**config.mk**
```make
export PLATFORM = sky130hd
export DESIGN_NAME = dpb_depth_scale
export DESIGN_NICKNAME = d
export VERILOG_FILES = /design/src/sv/depth_pixel_backprojection_top_assert.svh /design/src/sv/dpb_pkg.sv /design/src/sv/dpb_depth_scale.sv
export SDC_FILE = /design/constraint.sdc
export NUM_CORES = 1
export LEC_CHECK = 0
export ABC_AREA = 1
export BUFFER_PORTS_ARGS = -buffer_cell sky130_fd_sc_hd__buf_2
export CORE_AREA = 10 10 202 166
export DETAILED_ROUTE_END_ITERATION = 7
export DIE_AREA = 0 0 212 176
export REMOVE_ABC_BUFFERS = 1
export SLEW_MARGIN = 25
export SYNTH_ARGS = -nofsm -noshare
export SYNTH_HDL_FRONTEND = slang
export SYNTH_SLANG_ARGS = --single-unit
```
**constraint.sdc**
```tcl
create_clock -name clk -period 5.98 [get_ports clk]
set_input_delay 1.196 -clock clk [delete_from_list [all_inputs] [get_ports clk]]
set_output_delay 1.196 -clock clk [all_outputs]
set_load 0.05 [all_outputs]
```
**src/sv/depth_pixel_backprojection_top_assert.svh**
```systemverilog
// Assertion macros for the depth back-projection top level.
// Included by depth_pixel_backprojection_top.sv; empty when SYNTH is defined.
`ifndef DEPTH_PIXEL_BACKPROJECTION_TOP_ASSERT_SVH
`define DEPTH_PIXEL_BACKPROJECTION_TOP_ASSERT_SVH
`ifndef SYNTH
`define DPB_ASSERT_IMP(label, clk, rst_n, ante, cons) \
	label: assert property (@(posedge clk) disable iff (!rst_n) (ante) |-> (cons)) \
		else $error("dpb assertion failed");
`define DPB_ASSERT_DLY(label, clk, rst_n, ante, n, cons) \
	label: assert property (@(posedge clk) disable iff (!rst_n) (ante) |-> ##n (cons)) \
		else $error("dpb latency assertion failed");
`else
`define DPB_ASSERT_IMP(label, clk, rst_n, ante, cons)
`define DPB_ASSERT_DLY(label, clk, rst_n, ante, n, cons)
`endif
`endif

```
**src/sv/dpb_pkg.sv**
```systemverilog
// Shared types and fixed-point constants for depth back-projection.
// No dependencies.
`default_nettype none
package dpb_pkg;
	localparam int CFG_W = 24;

	typedef enum logic [1:0] {
		REG_FOCAL_X_INV,
		REG_FOCAL_Y_INV,
		REG_CENTER_X,
		REG_CENTER_Y
	} cfg_reg_t;

	localparam logic [23:0] FOCAL_INV_RST = 24'd16777;
	localparam logic [15:0] CENTER_X_RST = 16'd15360;
	localparam logic [15:0] CENTER_Y_RST = 16'd8640;

	// z: floor((d*65536 + 500)/1000) = floor((d*8192 + 62)/125)
	localparam logic [28:0] Z_BIAS = 29'd62;
	localparam logic [29:0] Z_REC125 = 30'd549755814; // ceil(2^36/125)

	// lateral: divide by 4096000 = 2^15 * 125, rounded half up
	localparam logic [56:0] LAT_HALF = 57'd2048000;
	localparam logic [41:0] LAT_SAT = 42'd1048576125; // 125 * (2^23 + 1)
	localparam logic [30:0] LAT_REC125 = 31'd1099511628; // ceil(2^37/125)

	localparam logic [23:0] POS_MAX = 24'h7FFFFF;
	localparam logic [23:0] NEG_MAG_MAX = 24'h800000;
	localparam logic [7:0] ALPHA_OPAQUE = 8'd255;

	typedef struct packed {
		logic ok;
		logic [7:0] blue;
		logic [7:0] green;
		logic [7:0] red;
	} beat_t;
endpackage
`default_nettype wire

```
**src/sv/dpb_depth_scale.sv**
```systemverilog
// Depth to Q7.16 metres, six stages to line up with the lateral units.
// Depends on dpb_pkg.
`default_nettype none
module dpb_depth_scale (
	input wire logic clk,
	input wire logic [15:0] depth,
	output logic [22:0] z
);
	logic [28:0] m_s1;
	logic [58:0] prod_s2;
	logic [22:0] z_s3, z_s4, z_s5, z_s6;

	always_ff @(posedge clk) begin
		m_s1 <= {depth, 13'b0} + dpb_pkg::Z_BIAS;
		prod_s2 <= 59'(m_s1) * 59'(dpb_pkg::Z_REC125);
		z_s3 <= prod_s2[58:36];
		z_s4 <= z_s3;
		z_s5 <= z_s4;
		z_s6 <= z_s5;
	end

	assign z = z_s6;
endmodule
`default_nettype wire
```
==> results of run 1 <==
==> synthesized netlist by cell type (7+ instances only) <==
library cell and instances:
inv_1 350, nand2_1 263, ha_1 249, fa_1 137, dfxtp_1 131, nor2_1 75
a21oi_1 35, nand3_1 31, nor2_2 15, o21ai_0 10, o21bai_1 8, nand2_2 7
==> final cells by class <==
type                    instances  area (µm²)  area share
repair buffers                 68         420      0.0311
well taps                     383         479      0.0355
flip-flops and latches        131        2630       0.195
clock buffers                  19         443      0.0328
inverters                     352        1320      0.0979
clock inverters                13         103     0.00760
multi-input cells             864        8100       0.600
==> kinds of logic after synthesis <==
logic type / synth area share
AOI/OAI and AO/OA: 0.0279
xor gates and xnor gates: 0.00515
and+or+nand+nor: 0.144
DFF: 0.220
adders and majority gates: 0.492
buffers and inverters: 0.111
==> worst max-delay path, delay by kind of cell (launching register included) <==
family        cells  cell delay (ns)
fa+ha+maj         9             4.05
simple gates     10             0.78
flops             1             0.34
buf+inv           8             0.44
==> registers in the layout, summed over array words and instances, names as in the netlist <==
register,cells
z,23
prod_s2,23
z_s5,23
z_s4,23
m_s1,16
z_s3,23
==> metrics by stage <==
step,setup TNS (ns),utilization,hold slack [ns]
global placement,0,0.430,0.310
CTS,0,0.449,0.318
floorplan,0,-,0.310
finish,0,0.454,0.318
global route,-0.0275,0.454,0.323
detailed placement,0,0.430,0.312
==> cells in the final DEF, fill, tap and decap left out, drive strengths merged <==
| cell type | netlist | routed |
|---|---|---|
| inv | 352 | 356 |
| nand2 | 270 | 270 |
| ha | 249 | 249 |
| fa | 137 | 137 |
| dfxtp | 131 | 131 |
| nor2 | 91 | 91 |
| buf | 0 | 68 |
| nand3 | 36 | 36 |
| a21oi | 35 | 35 |
| clkbuf | 0 | 19 |
| o21ai | 12 | 12 |
| o21bai | 8 | 8 |
| clkinv | 0 | 7 |
| xor2 | 6 | 6 |
| nand4 | 6 | 6 |
| nor3 | 5 | 5 |
| a21o | 2 | 2 |
| and2 | 2 | 2 |
| clkinvlp | 0 | 2 |
| xnor2 | 1 | 1 |
| nand3b | 1 | 1 |
| o211ai | 1 | 1 |
| a31oi | 1 | 1 |
| o21a | 1 | 1 |
==> metal layers <==
layer	track usage	vias up	wire, µm
met5	0	-	0
met3	0.0416	20	2110
met4	0.0305	0	252
met1	0.238	4084	14600
li1	-	4269	-
met2	0.256	198	12600
==> final timing paths <==
kind	start	end	slack (ns)
worst max-delay path	m_s1[18]$_DFF_P_	prod_s2[53]$_DFF_P_	0.25
worst min-delay path	z_s3[20]$_DFF_P_	z_s4[20]$_DFF_P_	0.32
worst min register to register	z_s3[20]$_DFF_P_	z_s4[20]$_DFF_P_	0.32
worst max register to register	m_s1[18]$_DFF_P_	prod_s2[53]$_DFF_P_	0.25
==> what timing repair did <==
item,CTS,global route
setup endpoints to repair,0,23
gates resized for setup,0,42
setup buffers,0,0
hold buffers,0,0
==> run metrics, run 1 <==
status complete, no violations; CORE AREA ~30,000 µm²; total of warnings raised by yosys 0; Diodes inserted 0; H-tree lvl count 4; final std cells w/o fill about 1,800; GRT Residual Overflow 0; Layout area overhead 13.4%; placed instance area between 10,000 and 15,000 µm²; Gate Count Post-Synth ~1,300; Worst Path Max Fanout 3; DR vias/cell ~4.7; clock tree buffer depth 2; Via Count roughly 8,600; drt wl/cell around 16 µm; final worst-path cycle share 0.958; clock sink count ~130; dpl cells 1,798; fillers a little under 3,000; Crit. End Element register; Required @ worst endpoint between 6 and 7 ns; Max Cap Viol 0; first-pass detailed-route iteration total 5; Die W 212 µm; Max Fclk roughly 170 MHz; post-layout min period between 5 and 6 ns; # nets final ~1,800; CTS Buf Count 17; Die ar. 37,300 µm²; pre-CTS setup slack between 0.06 and 0.07 ns; Routed WL about 30,000 µm; Final Cell Area 13,500 µm²; Critical Path Most Common Cell nand2_1; Max Transition Viols Final 0; ys async rst share 0; effective utilization at floorplan 0.400; number of top-level pins 40; Die Y 176 µm; area leader, netlist ha_1; drc violations 0; Placer Congestion about 0.95; Starting DRT DRC Count a little under 500; flop and latch count out of synthesis about 130; Reg2Reg Depth 27; worst-margin pin slew between 0.4 and 0.5 ns; input/output buffers 39; Final Hold Vio Count 0; top cells by area, synth ha_1, fa_1, dfxtp_1; Final WS setup ~0.25 ns; Tot GR Track Use 0.168; startpoint class of the critical path register; Top FF cell, synth dfxtp_1; Hold/Removal Path Class reg2reg; antenna violations before repair 0; Slew HR 0.703; Hold Path Cell Cnt 0; final setup violation count 0; critical path class reg2reg; row cnt between 50 and 60; number of synthesized flops with an enable pin 0; Synth cell types 27; vias in the first global route 8,863; antenna-violating nets left 0; clock insertion delay at the later pin of the skew report around 0.42 ns; Critical Path AT a little over 6 ns; Slowest-stage cell, CP fa_1; worst stage delay on the critical path approximately 0.54 ns; CTS tree done; first-pass GRT wire length 47,800 µm; Syn Std Cell Area approximately 12,000 µm²; sequential share of the synthesized area 0.220; layout cell share with drive strength beyond 1 0.112; CTS clk-pin slew, worst paths approximately 0.07 ns; area fraction of the dominant cell type after synthesis 0.262; clk root buf clkbuf_16; largest net degree at the start of global routing 17; syn avg cell area a little under 9 µm²; clk_skew about 0.017 ns; Post-DP HPWL about 26,000 µm
Power of run 1 is left out: the tool's default activity adds up to more than one toggle a clock period on the data nets, which glitch-free logic cannot reach.
==> run 2, diff against run 1 <==
--- a/config.mk
+++ b/config.mk
@@ -10,6 +10,7 @@
 export CORE_AREA = 10 10 202 166
 export DETAILED_ROUTE_END_ITERATION = 7
 export DIE_AREA = 0 0 212 176
+export MAX_ROUTING_LAYER = met4
 export REMOVE_ABC_BUFFERS = 1
 export SLEW_MARGIN = 25
 export SYNTH_ARGS = -nofsm -noshare
==> run metrics, run 2 (synthesized netlist as in run 1, its figures left out) <==
Via Count approximately 8,600; GRT Residual Overflow 0; worst stage delay on the critical path ~0.56 ns; CORE AREA roughly 30,000 µm²; Reg2Reg Depth 22; post-layout min period ~5.7 ns; CTS clk-pin slew, worst paths roughly 0.070 ns; drc violations 0; final design utilization 0.459; vias in the first global route between 8,000 and 9,000; Slowest-stage cell, CP fa_1; Placer Congestion 0.972; final worst-path cycle share 0.959; final setup violation count 0; Die ar. 37,300 µm²; CP cell instances buf_6, buf_4, ha_1, ha_1, inv_1, fa_1, fa_1, inv_1, fa_1, fa_1, inv_1, fa_1, inv_1, ha_1, ha_1, nand2_1, nor2_2, nand2_1, nor2_2, nand3_1, nand4_1, nand2_1; Worst Path Max Fanout 4; number of top-level pins 40; clk_skew ~0.014 ns; first-pass GRT wire length a little under 50,000 µm; met2 usage 0.260; Slew HR 0.660; worst-margin pin slew 0.509 ns; critical path class reg2reg; Hold Path Cell Cnt 0; clock tree buffer depth 2; clk root buf clkbuf_16; # nets final roughly 1,800; CTS Buf Count 17; CTS tree done; DR vias/cell about 4.7; clock insertion delay at the later pin of the skew report roughly 0.43 ns; Starting DRT DRC Count between 500 and 600; Post-DP HPWL between 20,000 and 30,000 µm; layout cell share with drive strength beyond 1 0.118; Final Cell Area about 14,000 µm²; Final TNS setup 0 ns; Worst Hold Path EP z_s4[17]$_DFF_P_; Critical Path Most Common Cell fa_1; row cnt 57; Diodes inserted 0; Die W 212 µm; drt wl/cell 16.4 µm; Die Y 176 µm; antenna violations before repair 0; Max Cap Viol 0; fillers ~2,900; commonest cells after routing, fill and taps aside inv_1, nand2_1, ha_1, fa_1, dfxtp_1; worst hold margin 0.315 ns; clock sink count roughly 130; Worst R2R Setup Slack 0.24 ns; effective utilization at floorplan 0.400; Routed WL about 30,000 µm; HP Start z_s3[17]$_DFF_P_; commonest non-fill, non-tap cell in the layout inv_1; hold buffers post-CTS 0; largest net degree at the start of global routing 17; status complete, no violations; antenna-violating nets left 0; Max Fclk 174 MHz; placed instance area 12,800 µm²; input/output buffers 39; Crit. End Element register; layer with the highest usage met2; Final Hold Vio Count 0; met1 GRT Util 0.241; RSZ-0062 raised after global routing false; M3 GR Usage 0.0390; first-pass detailed-route iteration total 4; Tot GR Track Use 0.175; Critical Path AT between 6 and 7 ns; H-tree lvl count 4; reg2reg end prod_s2[51]$_DFF_P_; Hold/Removal Path Class reg2reg; Max Transition Viols Final 0; startpoint class of the critical path register; Required @ worst endpoint 6.29 ns; R2R Path Start m_s1[16]$_DFF_P_; Layout area overhead 14.7%
[run 2: cell types whose count changed in the layout (fill, tap and decap cells not counted), moves of 3 or more]
cell,delta
buf_4,+4
bufinv_16,+3
dfxtp_1,-3
ha_2,-4
[run 2: layout make-up]
class / instances / area, µm² / area share
flip-flops and latches: 131 / 2640 / 0.193
clock buffers: 19 / 443 / 0.0324
multi-input cells: 864 / 8130 / 0.596
repair buffers: 73 / 465 / 0.0341
well taps: 383 / 479 / 0.0351
clock inverters: 13 / 174 / 0.0127
inverters: 352 / 1320 / 0.0968
[run 2: timing repair]
item                       CTS  global route
hold endpoints to repair     0             0
resized for setup            0            49
buffers inserted             0             4
setup endpoints to repair    0            23
[run 2: worst max path at each step]
stage	startpoint	endpoint	slack, ns
floorplan	m_s1[18]$_DFF_P_	prod_s2[58]$_DFF_P_	0.28
global placement	m_s1[20]$_DFF_P_	prod_s2[46]$_DFF_P_	0.14
detailed placement	m_s1[19]$_DFF_P_	prod_s2[42]$_DFF_P_	0.1
CTS	m_s1[18]$_DFF_P_	prod_s2[42]$_DFF_P_	0.06
global route	m_s1[15]$_DFF_P_	prod_s2[52]$_DFF_P_	0.004
finish	m_s1[16]$_DFF_P_	prod_s2[51]$_DFF_P_	0.24
[run 2: through the flow]
step,cells,setup slack [ns]
6_report,1835,0.242
4_1_cts,1831,0.0599
2_1_floorplan,1347,0.285
3_5_place_dp,1799,0.0965
5_1_grt,1835,0.00423
3_3_place_gp,1799,0.136
[run 2: routing by layer]
metal,share of wire,up-vias
li1,-,4275
met2,0.43,198
met1,0.50,4093
met4,0.0079,0
met5,0,-
met3,0.061,14
[run 2: worst max-delay path: cells and delay by family, from the launching register on]
family | cells | cell delay [ns]
adders and majority gates | 9 | 3.80
buffers and inverters | 6 | 0.47
DFF | 1 | 0.34
and+or+nand+nor | 7 | 1.01
Power of run 2 is left out for the same reason.
