### config.mk
export PLATFORM = sky130hd
export DESIGN_NAME = dpb_lateral
export DESIGN_NICKNAME = d
export VERILOG_FILES = /design/src/sv/depth_pixel_backprojection_top_assert.svh /design/src/sv/dpb_pkg.sv /design/src/sv/dpb_lateral.sv
export SDC_FILE = /design/constraint.sdc
export NUM_CORES = 2
export LEC_CHECK = 0
export BUFFER_PORTS_ARGS = -buffer_cell sky130_fd_sc_hd__buf_2
export CAP_MARGIN = 20
export CORE_MARGIN = 2
export CORE_UTILIZATION = 49
export CTS_BUF_LIST = sky130_fd_sc_hd__clkbuf_2
export CTS_CLUSTER_DIAMETER = 200
export DETAILED_ROUTE_END_ITERATION = 8
export SLEW_MARGIN = 20
export SYNTH_ARGS = -nofsm -noshare
export SYNTH_HDL_FRONTEND = slang
export SYNTH_SLANG_ARGS = --single-unit
export TNS_END_PERCENT = 5
### constraint.sdc
create_clock -name clk -period 15.2 [get_ports clk]
set_clock_uncertainty 0.05 [all_clocks]
set_input_delay 0.76 -clock clk [delete_from_list [all_inputs] [get_ports clk]]
set_output_delay 0.76 -clock clk [all_outputs]
set_load 0.02 [all_outputs]
### src/sv/depth_pixel_backprojection_top_assert.svh
// Assertion macros for the depth back-projection top level.
// Included by depth_pixel_backprojection_top.sv; empty when SYNTH is defined.
`ifndef DEPTH_PIXEL_BACKPROJECTION_TOP_ASSERT_SVH
`define DEPTH_PIXEL_BACKPROJECTION_TOP_ASSERT_SVH
`ifndef SYNTH
`define DPB_ASSERT_IMP(label, clk, rst_n, ante, cons) \
	label: assert property (@(posedge clk) disable iff (!rst_n) (ante) |-> (cons)) \
		else $error("dpb assertion failed");
`define DPB_ASSERT_DLY(label, clk, rst_n, ante, n, cons) \
	label: assert property (@(posedge clk) disable iff (!rst_n) (ante) |-> ##n (cons)) \
		else $error("dpb latency assertion failed");
`else
`define DPB_ASSERT_IMP(label, clk, rst_n, ante, cons)
`define DPB_ASSERT_DLY(label, clk, rst_n, ante, n, cons)
`endif
`endif

### src/sv/dpb_pkg.sv
// Shared types and fixed-point constants for depth back-projection.
// No dependencies.
`default_nettype none
package dpb_pkg;
	localparam int CFG_W = 24;

	typedef enum logic [1:0] {
		REG_FOCAL_X_INV,
		REG_FOCAL_Y_INV,
		REG_CENTER_X,
		REG_CENTER_Y
	} cfg_reg_t;

	localparam logic [23:0] FOCAL_INV_RST = 24'd16777;
	localparam logic [15:0] CENTER_X_RST = 16'd15360;
	localparam logic [15:0] CENTER_Y_RST = 16'd8640;

	// z: floor((d*65536 + 500)/1000) = floor((d*8192 + 62)/125)
	localparam logic [28:0] Z_BIAS = 29'd62;
	localparam logic [29:0] Z_REC125 = 30'd549755814; // ceil(2^36/125)

	// lateral: divide by 4096000 = 2^15 * 125, rounded half up
	localparam logic [56:0] LAT_HALF = 57'd2048000;
	localparam logic [41:0] LAT_SAT = 42'd1048576125; // 125 * (2^23 + 1)
	localparam logic [30:0] LAT_REC125 = 31'd1099511628; // ceil(2^37/125)

	localparam logic [23:0] POS_MAX = 24'h7FFFFF;
	localparam logic [23:0] NEG_MAG_MAX = 24'h800000;
	localparam logic [7:0] ALPHA_OPAQUE = 8'd255;

	typedef struct packed {
		logic ok;
		logic [7:0] blue;
		logic [7:0] green;
		logic [7:0] red;
	} beat_t;
endpackage
`default_nettype wire

### src/sv/dpb_lateral.sv
// Six-stage lateral coordinate unit: (pix*16 - center) * finv * depth / 4096000.
// Depends on dpb_pkg.
`default_nettype none
module dpb_lateral (
	input wire logic clk,
	input wire logic [11:0] pix,
	input wire logic [15:0] center,
	input wire logic [23:0] finv,
	input wire logic [15:0] depth,
	output logic signed [23:0] pos
);
	logic [16:0] diff;
	logic neg_s1, neg_s2, neg_s3, neg_s4, neg_s5;
	logic [15:0] mag_s1;
	logic [23:0] finv_s1;
	logic [15:0] depth_s1, depth_s2;
	logic [39:0] p1_s2;
	logic [55:0] p2_s3;
	logic [56:0] rnd;
	logic [41:0] q1;
	logic sat_s4, sat_s5;
	logic [29:0] q1_s4;
	logic [60:0] prod_s5;
	logic [23:0] q;
	logic [23:0] res;
	logic [23:0] pos_s6;

	assign diff = {1'b0, pix, 4'b0} - {1'b0, center};
	assign rnd = 57'(p2_s3) + dpb_pkg::LAT_HALF;
	assign q1 = rnd[56:15];
	assign q = prod_s5[60:37];

	always_comb begin
		if (neg_s5) begin
			res = (sat_s5 || q > dpb_pkg::NEG_MAG_MAX) ? dpb_pkg::NEG_MAG_MAX : (~q + 24'd1);
		end else begin
			res = (sat_s5 || q > dpb_pkg::POS_MAX) ? dpb_pkg::POS_MAX : q;
		end
	end

	always_ff @(posedge clk) begin
		neg_s1 <= diff[16];
		mag_s1 <= diff[16] ? 16'(-diff) : diff[15:0];
		finv_s1 <= finv;
		depth_s1 <= depth;

		p1_s2 <= 40'(mag_s1) * 40'(finv_s1);
		neg_s2 <= neg_s1;
		depth_s2 <= depth_s1;

		p2_s3 <= 56'(p1_s2) * 56'(depth_s2);
		neg_s3 <= neg_s2;

		q1_s4 <= q1[29:0];
		sat_s4 <= q1 >= dpb_pkg::LAT_SAT;
		neg_s4 <= neg_s3;

		prod_s5 <= 61'(q1_s4) * 61'(dpb_pkg::LAT_REC125);
		sat_s5 <= sat_s4;
		neg_s5 <= neg_s4;

		pos_s6 <= res;
	end

	assign pos = pos_s6;
endmodule
`default_nettype wire

==> flow_summary.html <==
<table>
<tr><th>Metric</th><th>Value</th></tr>
<tr><th colspan="2">Run status</th></tr>
<tr><td>Result of the run</td><td>finished clean</td></tr>
<tr><th colspan="2">Floorplanning</th></tr>
<tr><td>Initial core utilization</td><td>49.3%</td></tr>
<tr><td>Area inside the core boundary</td><td>105000 um2</td></tr>
<tr><td>Total Die Area</td><td>109000 um2</td></tr>
<tr><td>I/O pin cnt</td><td>93</td></tr>
<tr><td>Placement Rows</td><td>119</td></tr>
<tr><td>Die Y</td><td>330 um</td></tr>
<tr><td>Die X-Extent</td><td>330 um</td></tr>
<tr><th colspan="2">STA</th></tr>
<tr><td>Final hold vios</td><td>0</td></tr>
<tr><td>Max Slew Vio Count</td><td>0</td></tr>
<tr><td>Slew at the pin closest to its max-slew limit</td><td>1.04 ns</td></tr>
<tr><td>Setup violators final</td><td>0</td></tr>
<tr><td>Final period utilization</td><td>52.5%</td></tr>
<tr><td>Setup tns final</td><td>0 ns</td></tr>
<tr><td>Setup repair after global routing missed its margin</td><td>false</td></tr>
<tr><td>FMAX</td><td>125 MHz</td></tr>
<tr><td>Crit path time final</td><td>7.98 ns</td></tr>
<tr><td>Normalized max-slew margin</td><td>30.8%</td></tr>
<tr><th colspan="2">CTS</th></tr>
<tr><td>Clock tree from TritonCTS</td><td>done</td></tr>
<tr><td>Clock buffers created by TritonCTS</td><td>73</td></tr>
<tr><td>Setup repair bufs after CTS</td><td>0</td></tr>
<tr><td>Number of sinks handled by clock tree synthesis</td><td>239</td></tr>
<tr><td>Clock latency reported for the late side of the worst-skew pair</td><td>1.26 ns</td></tr>
<tr><td>Worst-path clk slew</td><td>0.09 ns</td></tr>
<tr><td>Maximum clock insertion buffer count</td><td>3</td></tr>
<tr><td>H-tree depth</td><td>3</td></tr>
<tr><td>Root buf cell</td><td>clkbuf_2</td></tr>
<tr><th colspan="2">GRT</th></tr>
<tr><td>Largest net degree at the start of global routing</td><td>41</td></tr>
<tr><td>Total track usage</td><td>23.7%</td></tr>
<tr><td>Antenna violations before repair</td><td>6</td></tr>
<tr><td>First-pass GRT wire length</td><td>204000 um</td></tr>
<tr><td>Overall overflow remaining after global route</td><td>0</td></tr>
<tr><td>Number of global-route vias before repair</td><td>39.8k</td></tr>
<tr><th colspan="2">Synth</th></tr>
<tr><td>Number of enable-type register cells in the synthesized netlist</td><td>0</td></tr>
<tr><td>Portion of the post-synthesis area used by sequential elements</td><td>9.21%</td></tr>
<tr><td>Primary FF master, synth</td><td>dfxtp_1</td></tr>
<tr><td>Number of warnings reported in the yosys synthesis log</td><td>0</td></tr>
<tr><td>Distinct cells, synth</td><td>75</td></tr>
<tr><td>Share of flip-flops with an asynchronous set or reset</td><td>0%</td></tr>
<tr><td>Post-synthesis instance area</td><td>51900 um2</td></tr>
<tr><td>Mean area per synthesized cell</td><td>9.19 um2</td></tr>
<tr><td>FF+latch count, synth</td><td>239</td></tr>
<tr><td>Number of nets in the synthesized netlist</td><td>7459</td></tr>
<tr><td>Post-Synthesis Cells</td><td>5655</td></tr>
<tr><th colspan="2">Placed design</th></tr>
<tr><td>Count of port buffers added during placement</td><td>92</td></tr>
<tr><td>Half-perimeter wire length after detailed placement</td><td>97600 um</td></tr>
<tr><td>Gp weighted congestion</td><td>0.901</td></tr>
<tr><th colspan="2">Worst setup path</th></tr>
<tr><td>Reg2reg start</td><td>q1_s4[21]$_DFF_P_</td></tr>
<tr><td>Reg2reg end</td><td>prod_s5[49]$_DFF_P_</td></tr>
<tr><td>Startpoint Class</td><td>flip-flop</td></tr>
<tr><td>Class of the most critical setup path</td><td>reg2reg</td></tr>
<tr><td>Crit-path max FO</td><td>10</td></tr>
<tr><td>Critical path data arrival time</td><td>9.00 ns</td></tr>
<tr><td>Data required, critical path</td><td>16.21 ns</td></tr>
<tr><td>Sort of element at the end of the critical path</td><td>flip-flop</td></tr>
<tr><td>Register-to-register setup slack</td><td>7.22 ns</td></tr>
<tr><td>Depth of the most critical reg-to-reg path</td><td>25</td></tr>
<tr><th colspan="2">Cells and area</th></tr>
<tr><td>Leading cell types in the layout, fill and taps excluded</td><td>1519 x inv_1, 1111 x fa_1, 788 x nand2_1, 624 x ha_1, 326 x and2_1</td></tr>
<tr><td>Final #Nets</td><td>7573</td></tr>
<tr><td>Fraction of layout instances using a drive strength above 1</td><td>4.60%</td></tr>
<tr><td>Area Growth Syn to Fin</td><td>6.58%</td></tr>
<tr><td>Leading cell type in the layout, fill and taps excluded</td><td>inv_1</td></tr>
<tr><th colspan="2">Worst hold path</th></tr>
<tr><td>Worst Hold Launch</td><td>finv[5]</td></tr>
<tr><td>Type of the most critical hold path</td><td>in2reg</td></tr>
<tr><td>Terminating pin of the worst hold path</td><td>finv_s1[5]$_DFF_P_</td></tr>
<tr><td>Cell count of the worst hold path</td><td>2</td></tr>
<tr><th colspan="2">Route</th></tr>
<tr><td>Detailed-route DRC error count</td><td>0</td></tr>
<tr><td>Starting DRT DRC Count</td><td>1710</td></tr>
<tr><td>Number of nets still failing antenna checks after routing</td><td>0</td></tr>
<tr><td>Routed len/inst</td><td>16.9 um</td></tr>
<tr><td>Total detailed-routing wirelength</td><td>122000 um</td></tr>
<tr><td>DR vias</td><td>36.5k</td></tr>
<tr><td>Router iterations before antenna repair</td><td>6</td></tr>
<tr><td>Average via count per standard cell</td><td>5.05</td></tr>
<tr><th colspan="2">Job</th></tr>
<tr><td>Max-cap violations</td><td>0</td></tr>
</table>
==> worst max-delay path: stages (launching register included) <==
cell and delay [ns]:
dfxtp_1 0.67, ha_1 0.36, fa_1 0.45, fa_1 0.49
inv_1 0.05, fa_1 0.48, inv_1 0.06, fa_1 0.49
inv_1 0.05, fa_1 0.53, inv_1 0.05, fa_1 0.47
inv_1 0.05, fa_1 0.48, inv_1 0.05, ha_1 0.31
nand4_1 0.16, nor4_1 0.50, nand4_1 0.16, a311oi_1 0.70
nor4_1 0.15, o21ai_0 0.31, and2_1 0.24, a311oi_1 0.10
or3_1 0.39, xnor2_1 0.13
==> worst max path at each step <==
stage | start | endpoint | slack [ns]
global placement | q1_s4[8]$_DFF_P_ | prod_s5[58]$_DFF_P_ | 7.36
global route | q1_s4[22]$_DFF_P_ | prod_s5[59]$_DFF_P_ | 6.79
detailed placement | q1_s4[21]$_DFF_P_ | prod_s5[59]$_DFF_P_ | 7.23
finish | q1_s4[21]$_DFF_P_ | prod_s5[49]$_DFF_P_ | 7.22
CTS | q1_s4[21]$_DFF_P_ | prod_s5[59]$_DFF_P_ | 7.27
floorplan | q1_s4[22]$_DFF_P_ | prod_s5[49]$_DFF_P_ | 8.26
==> metal layers <==
| layer | wire [um] | global-route usage [%] | part of all wire (%) |
|---|---|---|---|
| met2 | 60500 | 41.1 | 49 |
| met4 | 2750 | 6.51 | 2.3 |
| met1 | 53000 | 31.1 | 43 |
| met5 | 27 | 0 | 0.022 |
| met3 | 5910 | 3.14 | 4.8 |
==> per-stage QoR <==
step           hold slack [ns]  area, um2  utilization (%)  instances  setup WS, ns
3_5_place_dp             0.262      53700             51.0       6988          7.23
3_3_place_gp             0.261      53700             51.0       6988          7.36
2_1_floorplan            0.260      51900                -       5655          8.26
4_1_cts                0.00301      55400             52.6       7215          7.27
6_report                 0.191      55400             52.6       7218          7.22
5_1_grt                 0.0436      55400             52.6       7218          6.79
==> synthesized netlist by cell type (all sizes together), types with 5 or more instances <==
library cell  count  area, um2
o21a             11       82.6
a211oi            5       37.5
nor2b            22        138
xor2             50        438
nor2             78        293
or3              12       91.3
a21o             66        495
o22ai             7       43.8
or2               9       56.3
nand3            43        215
inv            1519       5700
nand4            27        169
and2            326       2040
xnor2           100        876
o41ai             6       52.6
o311ai           18        158
fa             1111      22200
a2111oi           8       90.1
o21ai            80        400
nor4              6       37.5
ha              624       7810
clkbuf          179        672
and3             18        113
dfxtp           239       4780
a31oi            18        113
a21oi           122        611
nand2           788       2960
and4             12        105
nor3             36        201
o31ai             8       60.1
o211ai            6       45.0
o21bai           23        173
nand2b           16        100
==> cells by family (layout without fill, tap and decap cells) <==
family	Yosys count	after routing	synth area share, %
multiplexers	2	2	0.0409
AO/OA/AOI/OAI	417	417	5.23
XOR/XNOR	150	150	2.53
adder cells (fa/ha/maj)	1735	1735	57.8
buffers and inverters	1701	1870	12.3
flip-flops	239	239	9.21
AND/OR/NAND/NOR	1411	1411	12.8
other	0	3	0
==> area by class of cell <==
type,instances,area [um2]
fillers,9841,49900
multi-input cells,3715,40800
inverters,1520,5710
flip-flops and latches,239,4790
well taps,1391,1740
repair buffers,220,1660
clock buffers,98,490
clock inverters,32,194
diodes,3,7.51
==> registers in the layout (all words and copies together) (netlist names), 16 cells and up <==
register  cells
depth_s2     16
p1_s2        40
p2_s3        42
mag_s1       16
depth_s1     16
q1_s4        30
pos          24
prod_s5      24
finv_s1      24
==> repair_timing <==
item,CTS,global route
resized for setup,0,0
endpoints found under the setup margin,0,0
hold buffers,97,0
endpoints found under the hold margin,55,0
Power is not shown: default switching activity piles up to over one toggle a cycle in this logic, so the estimate is an artifact.
